[src/design/tagged_integer_alu_macros.svh]
// Assertion macros for the tagged integer ALU.
// Included by tagged_integer_alu, which checks its own logic; no other dependencies.
`ifndef TAGGED_INTEGER_ALU_MACROS_SVH
`define TAGGED_INTEGER_ALU_MACROS_SVH
`ifndef SYNTHESIS
`define TIA_ASSERT(lbl, clk, rstn, prop) \
  lbl: assert property (@(posedge clk) disable iff (!rstn) prop) \
    else $error("tagged_integer_alu: assertion failed");
`define TIA_NEVER(lbl, clk, rstn, cond) \
  lbl: assert property (@(posedge clk) disable iff (!rstn) !(cond)) \
    else $error("tagged_integer_alu: forbidden condition seen");
`else
`define TIA_ASSERT(lbl, clk, rstn, prop)
`define TIA_NEVER(lbl, clk, rstn, cond)
`endif
`endif

[src/design/tia_pkg.sv]
// Types, codes and helper functions of the tagged integer ALU.
// Used by every module of the block; depends on nothing else.
package tia_pkg;

  localparam int unsigned NumCells = 32;

  typedef enum logic [2:0] {
    KIND_ADD   = 3'd0,
    KIND_SUB   = 3'd1,
    KIND_SLT   = 3'd2,
    KIND_XOR   = 3'd4,
    KIND_SHIFT = 3'd5,
    KIND_OR    = 3'd6,
    KIND_AND   = 3'd7
  } kind_e;

  localparam logic [6:0] VAR_MULDIV = 7'b0000001;
  localparam logic [6:0] VAR_SRL    = 7'b0100000;
  localparam logic [6:0] VAR_SLL    = 7'b0000000;

  localparam logic [2:0] TAG_UB = 3'd0;
  localparam logic [2:0] TAG_UH = 3'd1;
  localparam logic [2:0] TAG_UW = 3'd2;
  localparam logic [2:0] TAG_SB = 3'd3;
  localparam logic [2:0] TAG_SH = 3'd4;
  localparam logic [2:0] TAG_SW = 3'd5;

  typedef struct packed {
    logic [2:0]  kind;
    logic [6:0]  variant;
    logic [31:0] first_data;
    logic [2:0]  first_tag;
    logic [31:0] second_data;
    logic [2:0]  second_tag;
    logic [4:0]  dest_index;
  } in_t;

  typedef struct packed {
    logic [31:0] result_data;
    logic [2:0]  result_tag;
    logic [4:0]  dest_out;
    logic        write_enable;
  } out_t;

  // One slot of the divider chain; non-divide results ride along in data.
  typedef struct packed {
    logic        is_div;
    logic        is_rem;
    logic        neg_quo;
    logic        neg_rem;
    logic [31:0] divisor;
    logic [31:0] rem;
    logic [31:0] quo;
    logic [31:0] data;
    logic [2:0]  tag;
    logic        we;
    logic [4:0]  dest;
  } stage_t;

  function automatic logic [2:0] norm_tag(logic [2:0] t);
    return (t > TAG_SW) ? TAG_SW : t;
  endfunction

  function automatic logic [31:0] extend(logic [31:0] d, logic [2:0] t);
    logic [31:0] r;
    case (t)
      TAG_UB:  r = {24'd0, d[7:0]};
      TAG_SB:  r = {{24{d[7]}}, d[7:0]};
      TAG_UH:  r = {16'd0, d[15:0]};
      TAG_SH:  r = {{16{d[15]}}, d[15:0]};
      default: r = d;
    endcase
    return r;
  endfunction

endpackage

[src/design/tia_div_cell.sv]
// One cell of the restoring divider chain: develops one quotient bit and
// hands the slot to the next cell. Uses tia_pkg.
module tia_div_cell (
  input  logic            clk_i,
  input  logic            rst_ni,
  input  logic            en_i,
  input  logic            valid_i,
  input  tia_pkg::stage_t stage_i,
  output logic            valid_o,
  output tia_pkg::stage_t stage_o
);

  logic            valid_q;
  tia_pkg::stage_t stage_q, stage_d;
  logic [32:0]     shifted, diff;
  logic            fits;

  always_comb begin
    shifted = {stage_i.rem, stage_i.quo[31]};
    diff    = shifted - {1'b0, stage_i.divisor};
    fits    = !diff[32];
    stage_d = stage_i;
    stage_d.rem = fits ? diff[31:0] : shifted[31:0];
    stage_d.quo = {stage_i.quo[30:0], fits};
  end

  always_ff @(posedge clk_i or negedge rst_ni) begin
    if (!rst_ni) begin
      valid_q <= 1'b0;
    end else if (en_i) begin
      valid_q <= valid_i;
    end
  end

  always_ff @(posedge clk_i) begin
    if (en_i) begin
      stage_q <= stage_d;
    end
  end

  assign valid_o = valid_q;
  assign stage_o = stage_q;

endmodule

[config.mk]
export PLATFORM = sky130hd
export DESIGN_NAME = tia_div_cell
export DESIGN_NICKNAME = d
export VERILOG_FILES = /design/src/design/tagged_integer_alu_macros.svh /design/src/design/tia_pkg.sv /design/src/design/tia_div_cell.sv
export SDC_FILE = /design/constraint.sdc
export NUM_CORES = 1
export LEC_CHECK = 0
export BUFFER_PORTS_ARGS = -buffer_cell sky130_fd_sc_hd__buf_4
export CORE_MARGIN = 5
export CORE_UTILIZATION = 48
export CTS_CLUSTER_SIZE = 12
export DETAILED_ROUTE_END_ITERATION = 12
export GPL_TIMING_DRIVEN = 0
export PLACE_DENSITY = 0.8
export SETUP_SLACK_MARGIN = 0.05
export SYNTH_ARGS = -nofsm -noshare
export SYNTH_HDL_FRONTEND = slang
export SYNTH_SLANG_ARGS = --single-unit
[constraint.sdc]
create_clock -name clk_i -period 0.8 [get_ports clk_i]
set_input_delay 0.16 -clock clk_i [delete_from_list [all_inputs] [get_ports clk_i]]
set_output_delay 0.16 -clock clk_i [all_outputs]
set_load 0.005 [all_outputs]
== Yosys cells after proc, flatten, opt, wreduce, memory -nomap -nowiden ==
Cells that the tools add are included.

* Register bits after elaboration: 142
* Input port bits: 145
* Output and inout port bits: 142
* Word-level logic and storage cells: 15

* Add/subtract/negate cells: 1
* Mux-type cells: 1
* Reductions and logical operators: 1

{| class="wikitable"
|+ Operators by type and width
! kind !! count
|-
| 33-bit by 32-bit subtractor with 33-bit output || 1
|-
| 32-bit 2-to-1 mux || 1
|-
| 1-bit logical NOT || 1
|}

== Depth between registers and ports, before layout ==
* Word-level depth: 2
* Depth in mapped cells: 13
* Mapped depth without buffers: 12

== Least setup slack after synthesis ==
No wires, ideal clock.

* Path type: input -> register
* From: input port stage_i[121] in the netlist's numbering
* To: register stage_q (netlist bit stage_o[104]), data pin
* Setup time: 260 ps
* Data arrival time: 2415 ps
* Required time: 540 ps
* Path slack: -1876 ps
* Stages: 12
* Buffers on the path: 2
* Cells stage by stage: inv_1 ha_1 buf_6 a21oi_4 o211ai_1 a221o_1 a211o_1 o21a_1 o211ai_4 inv_2 buf_6 mux2_4

{| class="wikitable"
|+ RTL lines
! element !! line !! RTL
|-
| start, declared || tia_div_cell.sv:8 || <nowiki>input tia_pkg::stage_t stage_i,</nowiki>
|-
| end signal, assigned || tia_div_cell.sv:37 || <nowiki>stage_q <= stage_d;</nowiki>
|-
| end, declared || tia_div_cell.sv:14 || <nowiki>tia_pkg::stage_t stage_q, stage_d;</nowiki>
|}

==> impl_summary.log <==
INFO  metric outcome = finished with violations
INFO  metric violations = negative hold slack, negative setup slack
INFO  metric detail_route.wl_per_cell = 33.0 um
INFO  metric setup_total_negative_slack = -113.54 ns
INFO  metric dp_cells = 970
INFO  metric final_hold_viol_count = 1
INFO  metric rows = 43
INFO  metric grt_first_pass_wirelength = 45400 um
INFO  metric max_cap_violations = 0
INFO  metric postSynthCellCount = 503
INFO  metric crit_path_class = input port to flip-flop
INFO  metric layout.cells.most_common = sky130_fd_sc_hd__buf_4
INFO  metric numCtsBuffers = 17
INFO  metric tritonroute_pass_1_iters = 7
INFO  metric latest_clock_arrival_within_the_worst_skew_pair = 0.44 ns
INFO  metric synthFlopType = sky130_fd_sc_hd__edfxtp_1
INFO  metric grt_util_overall = 37.5%
INFO  metric post-synth-top-area-fraction = 63.0%
INFO  metric r2r_cells = 1
INFO  metric asyncSetResetFlopFracSynth = 0.704%
INFO  metric reg2reg_to = valid_o
INFO  metric die_w = 128 um
INFO  metric cts.hold.buffers_added = 109
INFO  metric yosys-top-cells-area = sky130_fd_sc_hd__edfxtp_1 63%, sky130_fd_sc_hd__ha_1 6.0%, sky130_fd_sc_hd__mux2_4 4.0%
INFO  metric die-height = 128 um
INFO  metric max-vdd-ir-drop = 1.63 mV
INFO  metric layout-drive-gt1-share = 45.5%
INFO  metric cp.arrival = 2.95 ns
INFO  metric final_cell_count_without_fillers = 1145
INFO  metric grt_pass1_vias = 7077
INFO  metric cts_tree = done
INFO  metric synth_top_area_cell = sky130_fd_sc_hd__edfxtp_1
INFO  metric finalMaxSlewViolations = 0
INFO  metric clock_buffer_depth = 2
INFO  metric floorplan.initialDensity = 48.6%
INFO  metric clk_transition_reported_paths = 0.07 ns
INFO  metric register_area_share_after_synthesis = 63.3%
INFO  metric number_of_vias_in_the_routed_layout = 7511
INFO  metric setup.reg_to_reg.worst_slack = -0.03 ns
INFO  metric postRouteAntennaNets = 0
INFO  metric io_buffers = 286
INFO  metric synth-edff-count = 141
INFO  metric worstPathRequired = 0.97 ns
INFO  metric core-area = 13800 sq um
INFO  metric timing.clock.skew = 0 ns
INFO  metric reg_to_reg_critical_path_startpoint = valid_o
INFO  metric fin_crit_sh = 347%
INFO  metric pin_count_of_the_biggest_net_entering_global_routing = 52
INFO  metric layout.nets = 1125
INFO  metric design.die.area = 16500 sq um
INFO  metric synth.yosys.warnings = 0
INFO  metric syn-mean-instance-area = 13.4 sq um
INFO  metric detailed_place_hpwl = 16500 um
INFO  metric slew-limit-headroom = 58.9%
INFO  metric max_clock_freq = 360 MHz
INFO  metric timing.final.ws_setup = -1.98 ns
INFO  metric area.growth.synth_to_final = 78.4%
INFO  metric placer_congestion = 0.867
INFO  metric drt_iter0_drc = 1460
INFO  metric post_synth_num_cell_types = 51
INFO  metric fin_total_pwr = 25.1 mW
INFO  metric number_of_antenna_violations_at_the_first_check_in_global_routing = 3
INFO  metric number_of_h_tree_branching_levels = 4
INFO  metric category_of_the_worst_setup_path_capture_point = flip-flop
INFO  metric finalWirelength = 37800 um
INFO  metric crit_path_start_kind = input port
INFO  metric holdCritStartpoint = valid_i
INFO  metric mostFrequentLayoutCells = 206 x sky130_fd_sc_hd__buf_4, 141 x sky130_fd_sc_hd__edfxtp_1, 109 x sky130_fd_sc_hd__dlygate4sd3_1, 104 x sky130_fd_sc_hd__buf_6, 35 x sky130_fd_sc_hd__inv_1
INFO  metric fin_crit = 2.78 ns
INFO  metric globalRoute.totalOverflow = 0
INFO  metric hold_depth = 2
INFO  metric cts-root-buf = sky130_fd_sc_hd__clkbuf_16
INFO  metric worst_pin_slew = 0.611 ns
INFO  metric p_leak = 5.21 nW
INFO  metric preCtsSetupSlack = -2.38 ns
INFO  metric crit_path_max_fanout = 8
INFO  metric min_hold_slack = -0.0241 ns
INFO  metric yosys_register_bits = 142
INFO  metric timing.hold.worst.class = input port to flip-flop
INFO  metric ios = 287
INFO  metric cellPowerDensity = 2090 nW/um^2
INFO  metric clkSinkCount = 142
INFO  metric hold-path-endpoint = valid_o
INFO  metric setup_viol_count_final = 176
INFO  metric vias_per_cell = 6.56
INFO  metric remaining_drc_errors = 0
INFO  metric post_synth_instance_area = 6720 sq um
INFO  metric syn-num-nets = 681
INFO  metric final_core_util = 86.7%
INFO  metric setup_repair_after_global_routing_missed_its_margin = yes
==> worst max-delay path by stage <==
stage	from	endpoint	cells past startpoint
floorplan	stage_i[121]	stage_o[104]	12
global placement	stage_i[72]	stage_o[96]	12
detailed placement	stage_i[72]	stage_o[96]	12
CTS	stage_i[88]	stage_o[81]	12
global route	stage_i[77]	stage_o[76]	12
finish	stage_i[77]	stage_o[102]	13
==> routing by layer <==
layer / up-vias / wire [um] / global-route usage (%)
met2: 986 / 16300 / 62.0
li1: 2776 / - / -
met3: 311 / 5640 / 10.5
met4: 0 / 3890 / 21.7
met1: 3438 / 11900 / 43.8
met5: - / 0 / 0
==> Yosys cell counts, drive strengths merged, types with 2 or more instances <==
cell type  count
mux2          19
a21oi         36
a21boi         2
xnor2         14
nand2         44
nand3         11
a31oi          2
and2           3
o2111ai        2
o21bai         5
nor3           4
o41ai          2
o21a           6
nor2b          5
a21o          15
o31ai          5
buf            4
inv           42
ha            32
xor2          10
edfxtp       141
clkbuf        11
nand2b         5
and3           6
o211ai         9
a211oi         4
and4           2
o21ai         24
nand4          7
nor2          16
==> timing repair <==
action,4_1_cts,5_1_grt
setup buffers,23,6
pin swaps,33,16
gates cloned,6,0
gates resized for setup,127,70
endpoints found under the hold margin,110,1
setup endpoints to repair,277,201
==> area by class of cell <==
class,count,area [sq um]
sequential,142,4260
buffer,10,113
timing repair buffer,430,4060
inverter,42,175
clock buffer,17,425
clock inverter,14,144
fill,535,1830
multi-input combinational,304,2580
tap,180,225
antenna,6,15.0
==> through the flow <==
| stage | hold WS [ns] | cell area, sq um |
|---|---|---|
| after floorplan | -0.136 | 6820 |
| after global placement | -0.0643 | 9190 |
| after detailed placement | -0.0625 | 9220 |
| after CTS | -0.0262 | 11700 |
| after global routing | -0.0254 | 12000 |
| final | -0.0241 | 12000 |
==> logic make-up after synthesis <==
logic type                 count (synthesis)  synth area share [%]
xor gates and xnor gates                  24                  3.13
buffers and inverters                     57                  3.54
adders and majority gates                 33                  6.25
and+or+nand+nor                          108                  7.70
AOI/OAI and AO/OA                        120                  11.9
DFF                                      142                  63.3
muxes                                     19                  4.19
==> sequential cells by signal, indices dropped and copies added, names as in the netlist <==
| register | count |
|---|---|
| valid_o | 1 |
| stage_o | 141 |
==> critical path: stages <==
cell                       delay (ns)
sky130_fd_sc_hd__buf_4           0.13
sky130_fd_sc_hd__ha_1            0.38
sky130_fd_sc_hd__a21oi_1         0.34
sky130_fd_sc_hd__nand2_1         0.17
sky130_fd_sc_hd__o211ai_1        0.38
sky130_fd_sc_hd__a21oi_2         0.15
sky130_fd_sc_hd__o211ai_1        0.34
sky130_fd_sc_hd__o211ai_4        0.18
sky130_fd_sc_hd__buf_6           0.20
sky130_fd_sc_hd__buf_6           0.13
sky130_fd_sc_hd__buf_16          0.13
sky130_fd_sc_hd__nand2_2         0.11
sky130_fd_sc_hd__nand2_1         0.12
==> report_power, final <==
group / internal, mW / total (mW) / switching [mW]
logic: 3.71 / 7.07 / 3.36
clock network: 4.58 / 8.40 / 3.82
registers: 9.09 / 9.58 / 0.490
Power figures use the tool's default switching activity.
