File: config.mk
export PLATFORM = sky130hd
export DESIGN_NAME = tia_prep
export DESIGN_NICKNAME = d
export VERILOG_FILES = /design/src/design/tagged_integer_alu_macros.svh /design/src/design/tia_pkg.sv /design/src/design/tia_prep.sv
export SDC_FILE = /design/constraint.sdc
export NUM_CORES = 2
export LEC_CHECK = 0
export BUFFER_PORTS_ARGS = -buffer_cell sky130_fd_sc_hd__buf_2
export CAP_MARGIN = 20
export CORE_MARGIN = 1.5
export CORE_UTILIZATION = 70
export DETAILED_ROUTE_END_ITERATION = 7
export GPL_ROUTABILITY_DRIVEN = 0
export GPL_TIMING_DRIVEN = 0
export HOLD_SLACK_MARGIN = 0.12
export PLACE_DENSITY = 0.95
export SYNTH_ARGS = -nofsm -noshare
export SYNTH_HDL_FRONTEND = slang
export SYNTH_SLANG_ARGS = --single-unit
File: constraint.sdc
create_clock -name clk_i -period 1.2 [get_ports clk_i]
set_clock_uncertainty 0.05 [all_clocks]
set_input_delay 0.24 -clock clk_i [delete_from_list [all_inputs] [get_ports clk_i]]
set_output_delay 0.24 -clock clk_i [all_outputs]
set_load 0.1 [all_outputs]
File: src/design/tagged_integer_alu_macros.svh
// Assertion macros for the tagged integer ALU.
// Included by tagged_integer_alu, which checks its own logic; no other dependencies.
`ifndef TAGGED_INTEGER_ALU_MACROS_SVH
`define TAGGED_INTEGER_ALU_MACROS_SVH
`ifndef SYNTHESIS
`define TIA_ASSERT(lbl, clk, rstn, prop) \
  lbl: assert property (@(posedge clk) disable iff (!rstn) prop) \
    else $error("tagged_integer_alu: assertion failed");
`define TIA_NEVER(lbl, clk, rstn, cond) \
  lbl: assert property (@(posedge clk) disable iff (!rstn) !(cond)) \
    else $error("tagged_integer_alu: forbidden condition seen");
`else
`define TIA_ASSERT(lbl, clk, rstn, prop)
`define TIA_NEVER(lbl, clk, rstn, cond)
`endif
`endif

File: src/design/tia_pkg.sv
// Types, codes and helper functions of the tagged integer ALU.
// Used by every module of the block; depends on nothing else.
package tia_pkg;

  localparam int unsigned NumCells = 32;

  typedef enum logic [2:0] {
    KIND_ADD   = 3'd0,
    KIND_SUB   = 3'd1,
    KIND_SLT   = 3'd2,
    KIND_XOR   = 3'd4,
    KIND_SHIFT = 3'd5,
    KIND_OR    = 3'd6,
    KIND_AND   = 3'd7
  } kind_e;

  localparam logic [6:0] VAR_MULDIV = 7'b0000001;
  localparam logic [6:0] VAR_SRL    = 7'b0100000;
  localparam logic [6:0] VAR_SLL    = 7'b0000000;

  localparam logic [2:0] TAG_UB = 3'd0;
  localparam logic [2:0] TAG_UH = 3'd1;
  localparam logic [2:0] TAG_UW = 3'd2;
  localparam logic [2:0] TAG_SB = 3'd3;
  localparam logic [2:0] TAG_SH = 3'd4;
  localparam logic [2:0] TAG_SW = 3'd5;

  typedef struct packed {
    logic [2:0]  kind;
    logic [6:0]  variant;
    logic [31:0] first_data;
    logic [2:0]  first_tag;
    logic [31:0] second_data;
    logic [2:0]  second_tag;
    logic [4:0]  dest_index;
  } in_t;

  typedef struct packed {
    logic [31:0] result_data;
    logic [2:0]  result_tag;
    logic [4:0]  dest_out;
    logic        write_enable;
  } out_t;

  // One slot of the divider chain; non-divide results ride along in data.
  typedef struct packed {
    logic        is_div;
    logic        is_rem;
    logic        neg_quo;
    logic        neg_rem;
    logic [31:0] divisor;
    logic [31:0] rem;
    logic [31:0] quo;
    logic [31:0] data;
    logic [2:0]  tag;
    logic        we;
    logic [4:0]  dest;
  } stage_t;

  function automatic logic [2:0] norm_tag(logic [2:0] t);
    return (t > TAG_SW) ? TAG_SW : t;
  endfunction

  function automatic logic [31:0] extend(logic [31:0] d, logic [2:0] t);
    logic [31:0] r;
    case (t)
      TAG_UB:  r = {24'd0, d[7:0]};
      TAG_SB:  r = {{24{d[7]}}, d[7:0]};
      TAG_UH:  r = {16'd0, d[15:0]};
      TAG_SH:  r = {{16{d[15]}}, d[15:0]};
      default: r = d;
    endcase
    return r;
  endfunction

endpackage

File: src/design/tia_prep.sv
// Decode and operand preparation stage: computes every non-divide result,
// the multiplier product and the divider start values. Uses tia_pkg.
module tia_prep (
  input  logic            clk_i,
  input  logic            rst_ni,
  input  logic            en_i,
  input  logic            valid_i,
  input  tia_pkg::in_t    in_i,
  output logic            valid_o,
  output tia_pkg::stage_t stage_o
);

  logic            valid_q;
  tia_pkg::stage_t stage_q, stage_d;

  logic [2:0]  ta, tb, wt;
  logic        ua, ub, uns, sx, sy, na, nb, lt;
  logic [31:0] a, b, x, y, shr;
  logic [4:0]  sh;
  logic signed [65:0] prod;

  always_comb begin
    a   = in_i.first_data;
    b   = in_i.second_data;
    ta  = tia_pkg::norm_tag(in_i.first_tag);
    tb  = tia_pkg::norm_tag(in_i.second_tag);
    ua  = (ta <= tia_pkg::TAG_UW);
    ub  = (tb <= tia_pkg::TAG_UW);
    wt  = (ta == tia_pkg::TAG_UW || tb == tia_pkg::TAG_UW) ? tia_pkg::TAG_UW : tia_pkg::TAG_SW;
    sh  = b[4:0];
    prod = $signed({~ua & a[31], a}) * $signed({~ub & b[31], b});
    shr = ua ? (a >> sh) : 32'($signed(a) >>> sh);

    na = a[31];
    nb = b[31];
    lt = (a < b);
    if (ua && ub)       lt = (a < b);
    else if (!ua && ub) lt = na || (a < b);
    else if (ua && !ub) lt = !nb && (a < b);
    else if (na != nb)  lt = na;

    // Divider operands: sign and magnitude; a zero divisor runs unsigned so
    // the chain yields all ones and the dividend as remainder.
    x   = tia_pkg::extend(a, ta);
    y   = tia_pkg::extend(b, tb);
    uns = (wt == tia_pkg::TAG_UW);
    sx  = !uns && (y != 32'd0) && x[31];
    sy  = !uns && y[31];

    stage_d         = '0;
    stage_d.divisor = sy ? (32'd0 - y) : y;
    stage_d.quo     = sx ? (32'd0 - x) : x;
    stage_d.rem     = 32'd0;
    stage_d.neg_quo = sx ^ sy;
    stage_d.neg_rem = sx;
    stage_d.dest    = in_i.dest_index;
    stage_d.we      = 1'b1;
    stage_d.tag     = wt;
    case (tia_pkg::kind_e'(in_i.kind))
      tia_pkg::KIND_ADD:
        stage_d.data = (in_i.variant == tia_pkg::VAR_MULDIV) ? prod[31:0] : a + b;
      tia_pkg::KIND_SUB:
        stage_d.data = (in_i.variant == tia_pkg::VAR_MULDIV) ? prod[63:32] : a - b;
      tia_pkg::KIND_SLT: begin
        stage_d.data = {31'd0, lt};
        stage_d.tag  = tia_pkg::TAG_UB;
      end
      tia_pkg::KIND_XOR: begin
        stage_d.data   = a ^ b;
        stage_d.is_div = (in_i.variant == tia_pkg::VAR_MULDIV);
      end
      tia_pkg::KIND_SHIFT: begin
        stage_d.tag = ta;
        if (in_i.variant == tia_pkg::VAR_SRL) begin
          stage_d.data = shr;
        end else if (in_i.variant == tia_pkg::VAR_SLL) begin
          stage_d.data = a << sh;
        end else begin
          stage_d.we  = 1'b0;
          stage_d.tag = 3'd0;
        end
      end
      tia_pkg::KIND_OR: begin
        stage_d.data   = a | b;
        stage_d.is_div = (in_i.variant == tia_pkg::VAR_MULDIV);
        stage_d.is_rem = stage_d.is_div;
      end
      tia_pkg::KIND_AND:
        stage_d.data = a & b;
      default: begin
        stage_d.we  = 1'b0;
        stage_d.tag = 3'd0;
      end
    endcase
  end

  always_ff @(posedge clk_i or negedge rst_ni) begin
    if (!rst_ni) begin
      valid_q <= 1'b0;
    end else if (en_i) begin
      valid_q <= valid_i;
    end
  end

  always_ff @(posedge clk_i) begin
    if (en_i) begin
      stage_q <= stage_d;
    end
  end

  assign valid_o = valid_q;
  assign stage_o = stage_q;

endmodule

==> results.json, run 1 <==
{
  "status": "aborted with a tool error",
  "failing_step": "global routing (5_1_grt)",
  "error": "[ERROR GRT-0116] Global routing finished with congestion. Check the congestion regions in the DRC Viewer.",
  "syn_area_um2": 52100,
  "yosysWarnings": 0,
  "yosysTopAreaCellShare_pct": 43.3,
  "ys_async_sr_fraction_pct": 0.909,
  "htreeDepth": 3,
  "die_y_um": 276,
  "yosysSeqAreaShare_pct": 6.33,
  "start_util_pct": 71.1,
  "post-dp-hpwl_mm": 190,
  "grt_usage_pct": 93.9,
  "synth.area.top_cells": "fa_1 (43%), inv_1 (8.9%), ha_1 (7.5%)",
  "cts.sink_count": 110,
  "yosysTopAreaCell": "fa_1",
  "place_ws_ns": -9.05,
  "ys.flop_type": "edfxtp_1",
  "die_x_um": 276,
  "grt_pass1_wl_mm": 510,
  "cts_root_buf": "clkbuf_16",
  "grt_max_degree": 72,
  "grt_overflow": 3296,
  "numCtsBuffers": 9,
  "synth-edff-count": 109,
  "ys_ff_latch": 110,
  "rows": 99,
  "synthesis.instances": 6099,
  "clk_path_buf_depth": 2,
  "portBuffers": 196,
  "ys_types": 103,
  "post_synth.cell_area_avg_um2": 8.55,
  "placed_cell_area_um2": 55900,
  "grt_pass1_vias": 72100,
  "io_pins": 231
}
logic make-up after synthesis:
| kind of cell | count (synthesis) | share of synthesized area (%) |
|---|---|---|
| simple gates | 1763 | 14.0 |
| flops | 110 | 6.33 |
| other cells | 1 | 0.00719 |
| buf+inv | 1683 | 12.5 |
| xor+xnor | 142 | 2.39 |
| mux | 133 | 3.75 |
| compound gates | 829 | 10.3 |
| fa+ha+maj | 1438 | 50.8 |
through the flow:
stage	std cells	TNS [ns]	hold WS [ns]
4_1_cts	7441	-347.50	0.235
2_1_floorplan	6130	-301.10	-0.106
3_3_place_gp	7285	-568.44	-0.0346
3_5_place_dp	7290	-454.84	-0.0343
routing by layer:
metal,global-route usage (%),overflow
met5,75.4,62
met1,87.5,414
met4,94.7,686
met3,89.6,420
met2,106,1714
cell usage after synthesis, types with 12 or more instances:
library cell	number
a211oi_1	32
a22oi_1	16
a21o_1	45
nand2_1	962
buf_2	29
o21ai_0	232
clkinv_1	20
o21ai_1	13
nor3_1	42
edfxtp_1	109
buf_4	36
a221oi_1	13
nand3_1	52
mux4_2	49
fa_1	1127
nand4_1	26
a31oi_1	30
nor4_1	16
clkbuf_1	267
ha_1	311
inv_1	1235
o22ai_1	24
o221ai_1	16
and3_1	15
a21oi_1	205
o21a_1	14
o211ai_1	25
xor2_1	34
buf_1	82
or3_1	20
nor2_1	534
o21bai_1	12
nor2b_1	14
mux2i_1	76
nand2b_1	22
o31ai_1	16
xnor2_1	108
timing repair:
item                                   in CTS
endpoints found under the hold margin       9
hold buffers                               10
setup endpoints to repair                 212
pin swaps                                 151
buffers inserted                          132
gates resized for setup                   797
cloned                                      3
==> inputs of run 2 (changes only) <==
- CORE_UTILIZATION: 70 -> 40
- HOLD_SLACK_MARGIN: 0.12 -> not set
- PLACE_DENSITY: 0.95 -> not set
- PLACE_DENSITY_LB_ADDON: not set -> 0.15
==> run 2 against run 1 <==
Net effect:
- the flow now finishes, with violations (DRC, setup timing)
- synthesized cell count unchanged
- synthesized area unchanged
==> results.json, run 2 <==
{
  "status": "finished with violations",
  "violations": "DRC, setup timing",
  "synth_most_common_cell": "inv_1",
  "critPathKind": "input port to flop",
  "grt_overflow": 0,
  "grt_pass1_vias": 49500,
  "cts_root_buf": "clkbuf_16",
  "cp-end-kind": "flop",
  "cp.required_ns": 1.32,
  "ys_async_sr_fraction_pct": 0.909,
  "drtAntennaViolNets": 0,
  "fin_nets": 8060,
  "r2r_slack_ns": 0.39,
  "io_pins": 231,
  "rows": 132,
  "slew_violations": 0,
  "seqCellArea_um2": 3300,
  "totalWireLength_mm": 258,
  "reg2reg_depth": 1,
  "r2r_end": "valid_o$_DFFE_PN0P_",
  "numCtsBuffers": 9,
  "drc": 15,
  "finalCritPeriodShare_pct": 707,
  "via_count": 49000,
  "grt_pass1_wl_mm": 364,
  "post_synth.cell_area_avg_um2": 8.55,
  "cp-startpoint": "in_i[74]",
  "ys.flop_type": "edfxtp_1",
  "synth.area.top_cells": "fa_1 (43%), inv_1 (8.9%), ha_1 (7.5%)",
  "post-dp-hpwl_mm": 210,
  "startpoint_type": "input port",
  "synth.area.mux_share_pct": 3.75,
  "netlist_top_cells_count": "inv_1 (1,235), fa_1 (1,127), nand2_1 (962), nor2_1 (534), ha_1 (311)",
  "cp_common_cell": "fa_1",
  "timing.fmax_ghz": 0.118,
  "synth-edff-count": 109,
  "die_area_um2": 132000,
  "syn_area_um2": 52100,
  "ys_types": 103,
  "yosysSeqAreaShare_pct": 6.33,
  "crit_fanout": 10,
  "synthesis.instances": 6099,
  "cts_tree": "done",
  "critPathCapture": "stage_o[32]$_DFFE_PP_",
  "portBuffers": 196,
  "clk_latency_ns": 0.44,
  "drive_gt1_share_pct": 19.3,
  "mostFrequentLayoutCell": "inv_1",
  "yosysTopAreaCellShare_pct": 43.3,
  "ys_ff_latch": 110,
  "synthAdderAreaFrac_pct": 50.8,
  "period_minus_slack_ns": 8.48,
  "synth_top_family_by_area": "adder cells",
  "yosysTopAreaCell": "fa_1",
  "worstPathArrival_ns": 8.60,
  "grt_max_degree": 65,
  "clk_path_buf_depth": 2,
  "areaGrowthSynthToFinish_pct": 20.1,
  "grt_usage_pct": 39.3,
  "relSlewSlack_pct": 22.2,
  "crit_path_top_delay_cell": "fa_2",
  "synthSimpleGateAreaFrac_pct": 14.0,
  "largest_register_ffs": 109,
  "clk_transition_reported_paths_ns": 0.11,
  "tightest_slew_ns": 1.16,
  "fill_cells": 12600,
  "hold_path_class": "input port to flop",
  "die_x_um": 364,
  "most-common-layout-cells": "inv_1 (1,189), fa_1 (1,079), nand2_1 (931)",
  "rsz0062_at_grt": "true",
  "vias_per_cell": 5.92,
  "drt-initial-drc-count": 6757,
  "multi_input_area_um2": 45100,
  "routedWlPerCell_um": 31.1,
  "setup_slack_ns": -7.28,
  "setup_viol": 212,
  "start_util_pct": 40.3,
  "firstDrtPassIters": 8,
  "core_region_area_um2": 129000,
  "setup_tns_ns": -368.19,
  "hold_viol": 0,
  "htreeDepth": 3,
  "synth_compound_area_share_pct": 10.3,
  "die_y_um": 364,
  "synthXorXnorAreaFrac_pct": 2.39,
  "yosysWarnings": 0,
  "maxCapViolCount": 0,
  "antenna_found_initial": 12,
  "rr_startpoint": "valid_o$_DFFE_PN0P_",
  "max_stage_delay_ns": 0.66,
  "cts.sink_count": 110
}
==> run 2: cell counts after synthesis <==
No cell type changed its count.
==> run 2: area by class of cell <==
type | instances | share of cell area [%]
Sequential cell | 110 | 5.27
Inverter | 1262 | 7.74
Tap cell | 1742 | 3.48
Clock buffer | 9 | 0.360
Timing Repair Buffer | 399 | 4.84
Antenna cell | 10 | 0.0400
Buffer | 414 | 6.17
Clock inverter | 7 | 0.130
Multi-Input combinational cell | 4337 | 72.0
==> run 2: cell families (layout without fill, tap and decap cells) <==
kind of cell / count (synthesis) / in the layout
xor gates and xnor gates: 142 / 142
adders and majority gates: 1438 / 1438
muxes: 133 / 133
and+or+nand+nor: 1763 / 1763
buffers and inverters: 1683 / 2091
DFF: 110 / 110
AOI/OAI and AO/OA: 829 / 829
other: 1 / 42
==> run 2: per-stage QoR <==
step                std cells  area, um2  setup WS, ns  util (%)  hold WS, ns
floorplan                6130      53600         -6.68         -       -0.106
global placement         8068      56800         -9.44      43.8      -0.0358
detailed placement       8094      57200         -9.41      44.2      -0.0326
CTS                      8217      61100         -7.09      47.2      0.00373
global route             8283      62600         -7.37      48.3       0.0129
finish                   8290      62600         -7.28      48.4       0.0142
==> run 2: repair_timing <==
item | 4_1_cts | 5_1_grt
hold buffers | 8 | 0
cloned | 1 | 0
gates resized for setup | 724 | 282
pin swaps | 87 | 97
endpoints found under the setup margin | 212 | 213
setup buffers | 103 | 64
hold endpoints to repair | 8 | 0
==> run 2: metal layers <==
metal | vias to the layer above | GRT usage (%) | routed length, um
li1 | 19700 | - | -
met1 | 24500 | 48.0 | 91600
met2 | 3870 | 55.7 | 104000
met3 | 953 | 17.0 | 39300
met4 | 4 | 26.8 | 22900
met5 | - | 0.763 | 27
==> run 2: worst max-delay path, delay by kind of cell <==
kind | cells | cell delay [ns]
compound gates | 6 | 1.09
simple gates | 4 | 1.25
fa+ha+maj | 9 | 4.60
buf+inv | 8 | 1.15
xor+xnor | 1 | 0.23
==> run 2: worst min-delay path by stage <==
| stage | end | depth (start not counted) | startpoint |
|---|---|---|---|
| 4_1_cts | stage_o[41]$_DFFE_PP_ | 1 | in_i[43] |
| 2_1_floorplan | valid_o$_DFFE_PN0P_ | 0 | rst_ni |
| 3_3_place_gp | valid_o$_DFFE_PN0P_ | 1 | rst_ni |
| 5_1_grt | stage_o[41]$_DFFE_PP_ | 1 | in_i[43] |
| 3_5_place_dp | valid_o$_DFFE_PN0P_ | 1 | rst_ni |
| 6_report | stage_o[41]$_DFFE_PP_ | 1 | in_i[43] |
Power of run 2 is left out: the tool's default activity adds up to more than one toggle a clock period on the data nets, which glitch-free logic cannot reach.
